<file path="config.mk">
export PLATFORM = sky130hd
export DESIGN_NAME = equal_interval_raster_classifier_top
export DESIGN_NICKNAME = d
export VERILOG_FILES = /design/src/rtl/core/eirc_pkg.sv /design/src/rtl/core/eirc_div.sv /design/src/rtl/core/eirc_setup.sv /design/src/rtl/core/eirc_cell.sv /design/src/rtl/core/equal_interval_raster_classifier_top.sv
export SDC_FILE = /design/constraint.sdc
export NUM_CORES = 2
export LEC_CHECK = 0
export BUFFER_PORTS_ARGS = -buffer_cell sky130_fd_sc_hd__buf_4
export CORE_MARGIN = 2
export CORE_UTILIZATION = 47
export DETAILED_ROUTE_END_ITERATION = 12
export HOLD_SLACK_MARGIN = 0.02
export PLACE_DENSITY = 0.72
export SETUP_SLACK_MARGIN = 0.1
export SYNTH_ARGS = -nofsm -noshare
export SYNTH_HDL_FRONTEND = slang
export SYNTH_SLANG_ARGS = --single-unit
</file>
<file path="constraint.sdc">
create_clock -name i_clk -period 45.3 [get_ports i_clk]
set_input_delay 9.06 -clock i_clk [delete_from_list [all_inputs] [get_ports i_clk]]
set_output_delay 9.06 -clock i_clk [all_outputs]
set_load 0.05 [all_outputs]
</file>
<file path="src/rtl/core/eirc_pkg.sv">
`default_nettype none

package eirc_pkg;

    // Widths of the stream fields.
    localparam int SAMPLE_W = 32;
    localparam int COLOR_W  = 8;

    // Fixed-point and color constants.
    localparam int ONE_Q16    = 65536;
    localparam int COLOR_SPAN = 254;
    localparam int COLOR_TOP  = 255;
    localparam int COLOR_NONE = 0;
    localparam int COLOR_LOW  = 1;

    // Width of the magnitude handled by the shared divider.
    localparam int DIV_W = 32;

    // Configuration register indexes.
    localparam int CFG_IDX_W = 3;
    localparam logic [CFG_IDX_W-1:0] CFG_DATA_MIN    = 3'd0;
    localparam logic [CFG_IDX_W-1:0] CFG_DATA_MAX    = 3'd1;
    localparam logic [CFG_IDX_W-1:0] CFG_ZERO_CENTER = 3'd2;
    localparam logic [CFG_IDX_W-1:0] CFG_NUM_CLASSES = 3'd3;
    localparam logic [CFG_IDX_W-1:0] CFG_NODATA_A    = 3'd4;
    localparam logic [CFG_IDX_W-1:0] CFG_NODATA_B    = 3'd5;
    localparam int CFG_DATA_W = 32;
    localparam int NCLS_W     = 5;

    // Interval held by one classifier cell.
    typedef struct packed {
        logic signed [SAMPLE_W-1:0] brk_lo;
        logic signed [SAMPLE_W-1:0] brk_hi;
        logic [COLOR_W-1:0]         color;
        logic                       en;
    } t_cell_cfg;

    // Sample traveling down the cell chain with its decision so far.
    typedef struct packed {
        logic                       valid;
        logic signed [SAMPLE_W-1:0] sample;
        logic                       found;
        logic [COLOR_W-1:0]         color;
    } t_tok;

endpackage

`default_nettype wire

</file>
<file path="src/rtl/core/eirc_div.sv">
`default_nettype none

module eirc_div #(
    parameter int DW = 5
) (
    input  wire                        i_clk,
    input  wire                        i_rst_n,
    input  wire                        i_start,
    input  wire  [eirc_pkg::DIV_W-1:0] i_dividend,
    input  wire  [DW-1:0]              i_divisor,
    output logic                       o_done,
    output logic [eirc_pkg::DIV_W-1:0] o_quot,
    output logic [DW-1:0]              o_rem
);

    localparam int CW = $clog2(eirc_pkg::DIV_W);

    logic                       r_busy;
    logic                       r_done;
    logic [CW-1:0]              r_cnt;
    logic [eirc_pkg::DIV_W-1:0] r_quot;
    logic [DW-1:0]              r_rem;
    logic [DW-1:0]              r_dvs;
    logic [DW:0]                w_trial;
    logic [DW:0]                w_diff;
    logic                       w_ge;
    logic [DW-1:0]              n_rem;

    // One restoring step: bring down the next dividend bit and try a subtract.
    always_comb begin
        w_trial = {r_rem, r_quot[eirc_pkg::DIV_W-1]};
        w_diff  = w_trial - {1'b0, r_dvs};
        w_ge    = (w_trial >= {1'b0, r_dvs});
        n_rem   = w_ge ? w_diff[DW-1:0] : w_trial[DW-1:0];
    end

    // Step control; a new start aborts any division in progress.
    always_ff @(posedge i_clk) begin
        if (!i_rst_n) begin
            r_busy <= 1'b0;
            r_done <= 1'b0;
            r_cnt  <= '0;
        end else begin
            r_done <= 1'b0;
            if (i_start) begin
                r_busy <= 1'b1;
                r_cnt  <= '0;
            end else if (r_busy) begin
                r_cnt <= r_cnt + CW'(1);
                if (r_cnt == CW'(eirc_pkg::DIV_W - 1)) begin
                    r_busy <= 1'b0;
                    r_done <= 1'b1;
                end
            end
        end
    end

    // Quotient shifts in as the dividend shifts out.
    always_ff @(posedge i_clk) begin
        if (i_start) begin
            r_quot <= i_dividend;
            r_rem  <= '0;
            r_dvs  <= i_divisor;
        end else if (r_busy) begin
            r_quot <= {r_quot[eirc_pkg::DIV_W-2:0], w_ge};
            r_rem  <= n_rem;
        end
    end

    assign o_done = r_done;
    assign o_quot = r_quot;
    assign o_rem  = r_rem;

endmodule

`default_nettype wire

</file>
<file path="src/rtl/core/eirc_setup.sv">
`default_nettype none

module eirc_setup #(
    parameter int MAX_CLASSES = 16
) (
    input  wire                                      i_clk,
    input  wire                                      i_rst_n,
    input  wire                                      i_restart,
    input  wire  signed [eirc_pkg::SAMPLE_W-1:0]     i_lo,
    input  wire  signed [eirc_pkg::SAMPLE_W-1:0]     i_hi,
    input  wire  [$clog2(MAX_CLASSES+1)-1:0]         i_n,
    input  wire                                      i_center,
    output eirc_pkg::t_cell_cfg                      o_cfg,
    output logic                                     o_shift,
    output logic                                     o_ready
);

    localparam int NW = $clog2(MAX_CLASSES + 1);
    localparam int AW = eirc_pkg::SAMPLE_W + 2;
    localparam logic [NW-1:0] T_LAST = NW'(MAX_CLASSES);

    localparam logic [2:0] S_START = 3'd0;
    localparam logic [2:0] S_DIV1  = 3'd1;
    localparam logic [2:0] S_DIV2  = 3'd2;
    localparam logic [2:0] S_FILL  = 3'd3;
    localparam logic [2:0] S_READY = 3'd4;

    logic [2:0]                       r_state;
    logic [NW-1:0]                    r_t;
    logic [AW-1:0]                    r_q1;
    logic [NW-1:0]                    r_r1;
    logic [eirc_pkg::COLOR_W-1:0]     r_q2;
    logic [NW-1:0]                    r_r2;
    logic [AW-1:0]                    r_qacc;
    logic [NW-1:0]                    r_racc;
    logic [eirc_pkg::COLOR_W-1:0]     r_cq;
    logic [NW-1:0]                    r_cr;
    logic [eirc_pkg::SAMPLE_W-1:0]    r_prev;

    logic [eirc_pkg::SAMPLE_W:0]      w_range;
    logic [eirc_pkg::SAMPLE_W:0]      w_mag;
    logic                             w_neg;
    logic                             w_start;
    logic [eirc_pkg::DIV_W-1:0]       w_dividend;
    logic [NW-1:0]                    w_divisor;
    logic                             w_done;
    logic [eirc_pkg::DIV_W-1:0]       w_qa;
    logic [NW-1:0]                    w_ra;
    logic                             w_rnz;
    logic [AW-1:0]                    w_q_ext;
    logic [NW-1:0]                    w_nm1;
    logic [NW:0]                      w_rsum;
    logic                             w_rc;
    logic [AW-1:0]                    w_qnext;
    logic [NW-1:0]                    w_rnext;
    logic [NW:0]                      w_csum;
    logic                             w_cc;
    logic [NW-1:0]                    w_cnext;
    logic [AW-1:0]                    w_brk_sum;
    logic [eirc_pkg::SAMPLE_W-1:0]    w_brk;

    // Span of the adjusted range and its magnitude for the divider.
    always_comb begin
        w_range = {i_hi[eirc_pkg::SAMPLE_W-1], i_hi} - {i_lo[eirc_pkg::SAMPLE_W-1], i_lo};
        w_neg   = w_range[eirc_pkg::SAMPLE_W];
        w_mag   = w_neg ? (~w_range + 1'b1) : w_range;
        w_nm1   = i_n - NW'(1);
    end

    // The divider first gives range/n, then 254/(n-1).
    always_comb begin
        w_start    = 1'b0;
        w_dividend = w_mag[eirc_pkg::DIV_W-1:0];
        w_divisor  = i_n;
        if (r_state == S_START) begin
            w_start = 1'b1;
        end else if (r_state == S_DIV1 && w_done) begin
            w_start    = 1'b1;
            w_dividend = eirc_pkg::DIV_W'(eirc_pkg::COLOR_SPAN);
            w_divisor  = w_nm1;
        end
    end

    eirc_div #(
        .DW(NW)
    ) u_div (
        .i_clk      (i_clk),
        .i_rst_n    (i_rst_n),
        .i_start    (w_start),
        .i_dividend (w_dividend),
        .i_divisor  (w_divisor),
        .o_done     (w_done),
        .o_quot     (w_qa),
        .o_rem      (w_ra)
    );

    // Floor quotient and nonnegative remainder of a signed span.
    always_comb begin
        w_rnz   = |w_ra;
        w_q_ext = {{(AW-eirc_pkg::DIV_W){1'b0}}, w_qa};
    end

    // Next break: accumulate quotient and remainder, carrying when the remainder wraps.
    always_comb begin
        w_rsum    = {1'b0, r_racc} + {1'b0, r_r1};
        w_rc      = (w_rsum >= {1'b0, i_n});
        w_rnext   = w_rc ? NW'(w_rsum - {1'b0, i_n}) : w_rsum[NW-1:0];
        w_qnext   = r_qacc + r_q1 + {{(AW-1){1'b0}}, w_rc};
        w_brk_sum = {{2{i_lo[eirc_pkg::SAMPLE_W-1]}}, i_lo} + w_qnext;
        w_brk     = w_brk_sum[eirc_pkg::SAMPLE_W-1:0];
        if (r_t == i_n) begin
            w_brk = i_hi;
        end else if (i_center && !i_n[0] && r_t == (i_n >> 1)) begin
            w_brk = '0;
        end
    end

    // Next class color offset: the same carry scheme over 254/(n-1).
    always_comb begin
        w_csum  = {1'b0, r_cr} + {1'b0, r_r2};
        w_cc    = (w_csum >= {1'b0, w_nm1});
        w_cnext = w_cc ? NW'(w_csum - {1'b0, w_nm1}) : w_csum[NW-1:0];
    end

    // Sequencer state.
    always_ff @(posedge i_clk) begin
        if (!i_rst_n) begin
            r_state <= S_START;
        end else if (i_restart) begin
            r_state <= S_START;
        end else begin
            unique case (r_state)
                S_START: begin
                    r_state <= S_DIV1;
                end
                S_DIV1: begin
                    if (w_done) r_state <= S_DIV2;
                end
                S_DIV2: begin
                    if (w_done) r_state <= S_FILL;
                end
                S_FILL: begin
                    if (r_t == T_LAST) r_state <= S_READY;
                end
                S_READY: begin
                    r_state <= S_READY;
                end
                default: begin
                    r_state <= S_START;
                end
            endcase
        end
    end

    // Quotients, accumulators and the break counter.
    always_ff @(posedge i_clk) begin
        if (r_state == S_DIV1 && w_done) begin
            r_q1 <= w_neg ? (~w_q_ext + 1'b1 - {{(AW-1){1'b0}}, w_rnz}) : w_q_ext;
            r_r1 <= (w_neg && w_rnz) ? (i_n - w_ra) : w_ra;
        end
        if (r_state == S_DIV2 && w_done) begin
            r_q2   <= w_qa[eirc_pkg::COLOR_W-1:0];
            r_r2   <= w_ra;
            r_qacc <= '0;
            r_racc <= '0;
            r_cq   <= '0;
            r_cr   <= '0;
            r_t    <= NW'(1);
            r_prev <= i_lo;
        end else if (r_state == S_FILL) begin
            r_qacc <= w_qnext;
            r_racc <= w_rnext;
            r_cq   <= r_cq + r_q2 + eirc_pkg::COLOR_W'(w_cc);
            r_cr   <= w_cnext;
            r_t    <= r_t + NW'(1);
            r_prev <= w_brk;
        end
    end

    // One cell entry leaves each fill cycle.
    always_comb begin
        o_cfg.brk_lo = r_prev;
        o_cfg.brk_hi = w_brk;
        o_cfg.color  = r_cq + eirc_pkg::COLOR_W'(1);
        o_cfg.en     = (r_t <= i_n);
    end

    assign o_shift = (r_state == S_FILL);
    assign o_ready = (r_state == S_READY);

    a_fill_ends_ready: assert property (@(posedge i_clk) disable iff (!i_rst_n)
        (r_state == S_FILL) && (r_t == T_LAST) && !i_restart |=> o_ready)
        else $error("setup did not become ready after the last break");

endmodule

`default_nettype wire

</file>
<file path="src/rtl/core/eirc_cell.sv">
`default_nettype none

module eirc_cell (
    input  wire                  i_clk,
    input  wire                  i_rst_n,
    input  wire                  i_shift,
    input  wire eirc_pkg::t_cell_cfg i_cfg,
    output eirc_pkg::t_cell_cfg  o_cfg,
    input  wire                  i_adv,
    input  wire eirc_pkg::t_tok  i_tok,
    output eirc_pkg::t_tok       o_tok
);

    eirc_pkg::t_cell_cfg r_cfg;
    eirc_pkg::t_tok      r_tok;
    eirc_pkg::t_tok      n_tok;
    logic                w_hit;

    // Interval entries shift one cell down the row while the breaks load.
    always_ff @(posedge i_clk) begin
        if (i_shift) begin
            r_cfg <= i_cfg;
        end
    end

    // The first cell whose interval holds the sample sets its color.
    always_comb begin
        w_hit = r_cfg.en && ($signed(i_tok.sample) >= $signed(r_cfg.brk_lo))
                         && ($signed(i_tok.sample) <  $signed(r_cfg.brk_hi));
        n_tok = i_tok;
        if (!i_tok.found && w_hit) begin
            n_tok.found = 1'b1;
            n_tok.color = r_cfg.color;
        end
    end

    always_ff @(posedge i_clk) begin
        if (!i_rst_n) begin
            r_tok.valid <= 1'b0;
        end else if (i_adv) begin
            r_tok <= n_tok;
        end
    end

    assign o_cfg = r_cfg;
    assign o_tok = r_tok;

endmodule

`default_nettype wire

</file>
<file path="src/rtl/core/equal_interval_raster_classifier_top.sv">
`default_nettype none

// Equal-interval raster classifier. Each Q16.16 sample on the slave stream gives one
// 8-bit color index on the master stream: 0 for a no-data value or a value below the
// range, 1 at or just below the minimum, 1..255 for the class colors and 255 at or
// above the maximum. One sample is taken every cycle while the breaks are ready and
// the row is not stalled; each result passes the head stage and then the row of
// MAX_CLASSES classifier cells that every sample walks through, one cell per cycle.
// The whole row stalls only while a result waits on the master side. After reset and
// after every configuration write the breaks are rebuilt: a start state, two passes of
// a bit-serial divider (32 steps each) and the shift of the breaks into the cells,
// during which o_s_tready stays low.
module equal_interval_raster_classifier_top #(
    parameter int MAX_CLASSES = 16
) (
    input  wire         i_clk,
    input  wire         i_rst_n,
    // Configuration writes.
    input  wire         i_cfg_we,
    input  wire  [2:0]  i_cfg_index,
    input  wire  [31:0] i_cfg_wdata,
    // Sample stream.
    input  wire         i_s_tvalid,
    output logic        o_s_tready,
    input  wire  [31:0] i_s_tdata,   // [31:0] sample
    // Color stream.
    output logic        o_m_tvalid,
    input  wire         i_m_tready,
    output logic [7:0]  o_m_tdata    // [7:0] color_index
);

    localparam int NW = $clog2(MAX_CLASSES + 1);
    localparam int CW = (NW > eirc_pkg::NCLS_W) ? NW : eirc_pkg::NCLS_W;
    localparam int SW = eirc_pkg::SAMPLE_W;

    logic signed [SW-1:0]          r_data_min;
    logic signed [SW-1:0]          r_data_max;
    logic                          r_zero_center;
    logic [eirc_pkg::NCLS_W-1:0]   r_num_classes;
    logic signed [SW-1:0]          r_nodata_a;
    logic signed [SW-1:0]          r_nodata_b;

    logic [CW-1:0]                 w_nc_ext;
    logic [NW-1:0]                 w_n;
    logic signed [SW-1:0]          w_mag;
    logic signed [SW-1:0]          w_lo;
    logic signed [SW-1:0]          w_hi;

    eirc_pkg::t_cell_cfg           w_setup_cfg;
    logic                          w_shift;
    logic                          w_ready;
    logic                          w_adv;

    eirc_pkg::t_tok                r_head;
    eirc_pkg::t_tok                n_head;
    logic signed [SW-1:0]          w_s;
    logic signed [SW+1:0]          w_lo_m1;
    logic                          w_nodata;
    logic                          w_top;
    logic                          w_band;

    eirc_pkg::t_cell_cfg           w_cfg [MAX_CLASSES];
    eirc_pkg::t_tok                w_tok [MAX_CLASSES+1];

    // Configuration registers.
    always_ff @(posedge i_clk) begin
        if (!i_rst_n) begin
            r_data_min    <= '0;
            r_data_max    <= SW'(eirc_pkg::ONE_Q16);
            r_zero_center <= 1'b0;
            r_num_classes <= eirc_pkg::NCLS_W'(10);
            r_nodata_a    <= '0;
            r_nodata_b    <= '0;
        end else if (i_cfg_we) begin
            unique case (i_cfg_index)
                eirc_pkg::CFG_DATA_MIN:    r_data_min    <= i_cfg_wdata;
                eirc_pkg::CFG_DATA_MAX:    r_data_max    <= i_cfg_wdata;
                eirc_pkg::CFG_ZERO_CENTER: r_zero_center <= i_cfg_wdata[0];
                eirc_pkg::CFG_NUM_CLASSES: r_num_classes <= i_cfg_wdata[eirc_pkg::NCLS_W-1:0];
                eirc_pkg::CFG_NODATA_A:    r_nodata_a    <= i_cfg_wdata;
                eirc_pkg::CFG_NODATA_B:    r_nodata_b    <= i_cfg_wdata;
                default: ;
            endcase
        end
    end

    // Class count clamped to the supported span.
    always_comb begin
        w_nc_ext = CW'(r_num_classes);
        priority if (w_nc_ext < CW'(2)) begin
            w_n = NW'(2);
        end else if (w_nc_ext > CW'(MAX_CLASSES)) begin
            w_n = NW'(MAX_CLASSES);
        end else begin
            w_n = w_nc_ext[NW-1:0];
        end
    end

    // Adjusted range; centering with a negative minimum makes it symmetric.
    always_comb begin
        w_mag = (r_data_min == {1'b1, {(SW-1){1'b0}}}) ? {1'b0, {(SW-1){1'b1}}}
                                                        : -r_data_min;
        w_lo  = r_data_min;
        w_hi  = r_data_max;
        if (r_zero_center && r_data_min[SW-1]) begin
            if (w_mag > r_data_max) begin
                w_hi = w_mag;
            end else begin
                w_lo = -r_data_max;
            end
        end
    end

    eirc_setup #(
        .MAX_CLASSES(MAX_CLASSES)
    ) u_setup (
        .i_clk     (i_clk),
        .i_rst_n   (i_rst_n),
        .i_restart (i_cfg_we),
        .i_lo      (w_lo),
        .i_hi      (w_hi),
        .i_n       (w_n),
        .i_center  (r_zero_center),
        .o_cfg     (w_setup_cfg),
        .o_shift   (w_shift),
        .o_ready   (w_ready)
    );

    // The row moves whenever the last cell is empty or its result is taken.
    assign w_adv      = !w_tok[MAX_CLASSES].valid || i_m_tready;
    assign o_s_tready = w_ready && w_adv;

    // Head stage: no-data, top-of-range and at-or-just-below-minimum cases.
    always_comb begin
        w_s      = i_s_tdata;
        w_lo_m1  = {{2{w_lo[SW-1]}}, w_lo} - (SW+2)'(eirc_pkg::ONE_Q16);
        w_nodata = (w_s == r_nodata_a) || (w_s == r_nodata_b);
        w_top    = (w_s >= w_hi);
        w_band   = (w_s <= w_lo) && ($signed({{2{w_s[SW-1]}}, w_s}) > w_lo_m1);
        n_head.valid  = i_s_tvalid && w_ready;
        n_head.sample = w_s;
        n_head.found  = 1'b1;
        priority if (w_nodata) begin
            n_head.color = eirc_pkg::COLOR_W'(eirc_pkg::COLOR_NONE);
        end else if (w_top) begin
            n_head.color = eirc_pkg::COLOR_W'(eirc_pkg::COLOR_TOP);
        end else if (w_band) begin
            n_head.color = eirc_pkg::COLOR_W'(eirc_pkg::COLOR_LOW);
        end else begin
            n_head.found = 1'b0;
            n_head.color = eirc_pkg::COLOR_W'(eirc_pkg::COLOR_NONE);
        end
    end

    always_ff @(posedge i_clk) begin
        if (!i_rst_n) begin
            r_head.valid <= 1'b0;
        end else if (w_adv) begin
            r_head <= n_head;
        end
    end

    assign w_tok[0] = r_head;

    // Row of classifier cells; breaks enter at the far end and shift toward cell 0.
    for (genvar j = 0; j < MAX_CLASSES; j++) begin : g_cell
        eirc_pkg::t_cell_cfg w_cfg_in;
        if (j == MAX_CLASSES - 1) begin : g_end
            assign w_cfg_in = w_setup_cfg;
        end else begin : g_mid
            assign w_cfg_in = w_cfg[j+1];
        end
        eirc_cell u_cell (
            .i_clk   (i_clk),
            .i_rst_n (i_rst_n),
            .i_shift (w_shift),
            .i_cfg   (w_cfg_in),
            .o_cfg   (w_cfg[j]),
            .i_adv   (w_adv),
            .i_tok   (w_tok[j]),
            .o_tok   (w_tok[j+1])
        );
    end

    assign o_m_tvalid = w_tok[MAX_CLASSES].valid;
    assign o_m_tdata  = w_tok[MAX_CLASSES].color;

    a_cfg_blocks_input: assert property (@(posedge i_clk) disable iff (!i_rst_n)
        i_cfg_we |=> !o_s_tready)
        else $error("sample accepted right after a configuration write");

    a_stall_blocks_input: assert property (@(posedge i_clk) disable iff (!i_rst_n)
        o_m_tvalid && !i_m_tready |-> !o_s_tready)
        else $error("sample accepted while the cell row is stalled");

    a_accept_enters_head: assert property (@(posedge i_clk) disable iff (!i_rst_n)
        i_s_tvalid && o_s_tready |=> r_head.valid)
        else $error("accepted transaction missing from the head stage");

endmodule

`default_nettype wire
</file>
==> reports/results.txt <==
count of final setup violators = 0
vias in the first global route = 71200
number of enable flip-flop cells after synthesis = 1945
largest net degree at the start of global routing = 173
clk buf depth = 3
max_cap viols = 0
H-tree depth = 4
Gate Count Post-Synth = 8969
hold_sp = g_cell[12].u_cell.o_cfg[45]$_DFFE_PP_
Tmin final = 18.90 ns
Critical Path Max Stage Delay = 0.24 ns
Site Rows = 177
I/O Pins = 82
worst r2r path cells = 38
Slew @ Worst Pin = 1.38 ns
DRT antenna net count = 0
TritonRoute pass-1 iters = 6
worst clock skew = 0.118 ns
Routed WL = 292 mm
CTS Sinks = 2166
asr flop ratio synth = 0
final number of hold-violating endpoints = 0
Final Cycle Share = 0.417
Buffers on Ports = 81
Worst Path Arrival = 9.84 ns
dpl ws = 26.39 ns
DRC = 0
synthesized area = 110000 sq um
RSZ-0062 raised after global routing = false
CTS Hold Bufs = 0
Hold Path Depth = 0
syn nets = 10300
FMAX = 52.9 MHz
initial antenna violation count = 12
worst relative slew slack = 0.0777
Starting Density = 0.473
CP Data Required Time = 36.24 ns
Placement Cell Area = 115000 sq um
die width = 488 microns
outcome = finished, final reports clean
Die Ht = 488 microns
CTS tree = built
Top FF cell, synth = edfxtp_1
count of warnings emitted by yosys = 0
clock root buffer master = clkbuf_16
area of the die = 238000 sq um
fin area = 122000 sq um
hold crit path type = reg -> reg
critical path fanouts, max = 18
first-pass GRT wire length = 437 mm
R2R setup slack = 34.11 ns
Reg clk slew, reported paths = 0.06 ns
Slowest cell on crit path = buf_4
Resized cells post-CTS = 0
vias = 70200
Tot GR Track Use = 0.244
post-CTS setup buffers = 0
setup total negative slack = 0 ns
clock latency on the worst-skew pair = 0.92 ns
final setup margin = 26.40 ns
WHS Endpoint = g_cell[11].u_cell.o_cfg[45]$_DFFE_PP_
vias per cell = 5.64
Num CTS Buffers = 222
Reg-to-Reg End = u_setup.r_prev[29]$_DFFE_PP_
layout cell share with drive strength beyond 1 = 0.0827
fin. max-slew vios = 0
nets = 10500
area grow syn2layout = 11.1%
CP Capture Type = output pin
WL/cell = 23.5 microns
maximum vdd drop = 0.0414 mV
routability cong. = 0.933
synthesized area per cell = 12.3 sq um
PwrDens = 38.8 nW/um^2
register bit total from synthesis = 2166
hpwl dp = 216 mm
most used cell, CP = buf_4
number of DRC violations after detailed-routing iteration 0 = 6088
WS Path Type = in -> out
Synth cell types = 108
leakage = 50.9 nW
Core Box Area = 233000 sq um
Reg2Reg Launch Point = r_data_min[11]$_SDFFE_PN0P_
crit path cell chain = buf_4 > nor2b_1 > buf_4 > nor4_1 > buf_4
Worst setup SP type = input port
register area share after synthesis = 0.572
Overflow after GRT = 0
area by class of cell:
class                   count  area [sq um]
repair buffers            175          1340
diodes                      7          17.5
well taps                3043          3810
clock inverters           165          1870
fillers                 19300        110000
flip-flops and latches   2166         62800
inverters                1212          4560
multi-input cells        5426         42000
clock buffers             254          5710
per-stage QoR:
stage / cells / util / hold WS, ns / power (W)
floorplan: 8969 / - / 0.400 / 0.00271
global placement: 12000 / 0.493 / 0.402 / 0.00286
detailed placement: 12000 / 0.493 / 0.405 / 0.00287
CTS: 12400 / 0.525 / 0.371 / 0.00476
global route: 12400 / 0.525 / 0.388 / 0.00490
finish: 12400 / 0.525 / 0.368 / 0.00473
sequential cells by signal, indices dropped and copies added, names as in the netlist, 8 cells and up:
| name | count |
|---|---|
| r_nodata_b | 32 |
| r_data_min | 32 |
| r_nodata_a | 32 |
| g_cell.u_cell.o_cfg | 1168 |
| u_setup.u_div.o_quot | 32 |
| r_head | 36 |
| u_setup.r_prev | 32 |
| u_setup.r_q1 | 32 |
| u_setup.r_cq | 8 |
| g_cell.u_cell.o_tok | 639 |
| u_setup.r_qacc | 32 |
| r_data_max | 32 |
| u_setup.r_q2 | 8 |
worst max-delay path by stage:
stage,from,end,slack (ns),cells past startpoint
2_1_floorplan,u_setup.r_state[1]$_SDFFE_PP0P_,u_setup.r_cq[3]$_SDFFE_PP0P_,10.28,6
3_3_place_gp,i_m_tready,o_s_tready,26.36,5
3_5_place_dp,i_m_tready,o_s_tready,26.39,5
4_1_cts,i_m_tready,o_s_tready,26.39,5
5_1_grt,i_m_tready,o_s_tready,26.37,5
6_report,i_m_tready,o_s_tready,26.40,5
routing by layer:
metal	wire [microns]	track usage
met5	40	0
met4	16200	0.123
met3	15100	0.0307
met2	140000	0.409
met1	121000	0.312
synth_stat cells, types with 82 or more instances:
| cell | number | area [sq um] |
|---|---|---|
| a21boi_0 | 160 | 1200 |
| a21o_1 | 339 | 2540 |
| a21oi_1 | 462 | 2310 |
| clkbuf_1 | 147 | 552 |
| dfxtp_1 | 221 | 4420 |
| edfxtp_1 | 1945 | 58400 |
| ha_1 | 1224 | 15300 |
| inv_1 | 1208 | 4530 |
| mux2_2 | 143 | 1610 |
| nand2_1 | 525 | 1970 |
| nand2b_1 | 202 | 1260 |
| nand3_1 | 82 | 410 |
| nand4_1 | 225 | 1410 |
| nor2_1 | 290 | 1090 |
| nor2b_1 | 201 | 1260 |
| nor3_1 | 96 | 480 |
| o21ai_0 | 331 | 1660 |
| xnor2_1 | 206 | 1800 |
| xor2_1 | 146 | 1280 |
power breakdown:
| part | internal, W | switching (W) | leakage (nW) |
|---|---|---|---|
| logic | 0.000224 | 0.000332 | 27.4 |
| clock network | 0.00107 | 0.000817 | 3.66 |
| registers | 0.00223 | 0.0000573 | 19.9 |
| total | 0.00353 | 0.00121 | 50.9 |
critical path, delay by kind of cell:
kind          cells  cell delay (ns)
buf+inv           3             0.54
simple gates      2             0.22
layout by cell type (no fill, tap or decap), types with 28 or more instances in the layout:
master,synthesis,routed
clkbuf_16,0,223
mux2_2,143,143
nor2b_1,201,201
xnor2_1,206,206
nor4_1,57,57
nand2_1,525,525
and2_1,37,36
or3_1,40,40
o22ai_1,60,60
nand4_1,225,225
a211oi_1,36,36
o31ai_1,29,28
dfxtp_1,221,221
nand2b_1,202,202
a21boi_0,160,159
inv_1,1208,1208
ha_1,1224,1224
nor3_1,96,95
clkinv_2,0,52
or2_2,39,39
o21a_1,32,32
clkbuf_1,147,30
clkinv_1,3,45
edfxtp_1,1945,1945
a21oi_1,462,455
o21ai_0,331,330
xor2_1,146,146
a21o_1,339,339
and3_1,37,37
nand3_1,82,82
a31oi_1,36,35
bufinv_16,0,28
nor2_1,290,288
buf_4,0,173
a22o_1,37,37
logic make-up (layout without fill, tap and decap cells):
family / Yosys count / after routing / synth area share
and+or+nand+nor: 1919 / 1919 / 0.0908
muxes: 174 / 174 / 0.0175
buffers and inverters: 1377 / 1806 / 0.0473
adders and majority gates: 1260 / 1260 / 0.144
AOI/OAI and AO/OA: 1719 / 1719 / 0.101
DFF: 2166 / 2166 / 0.572
other: 0 / 7 / 0
xor gates and xnor gates: 354 / 354 / 0.0284
(Power assumes the default switching activity.)
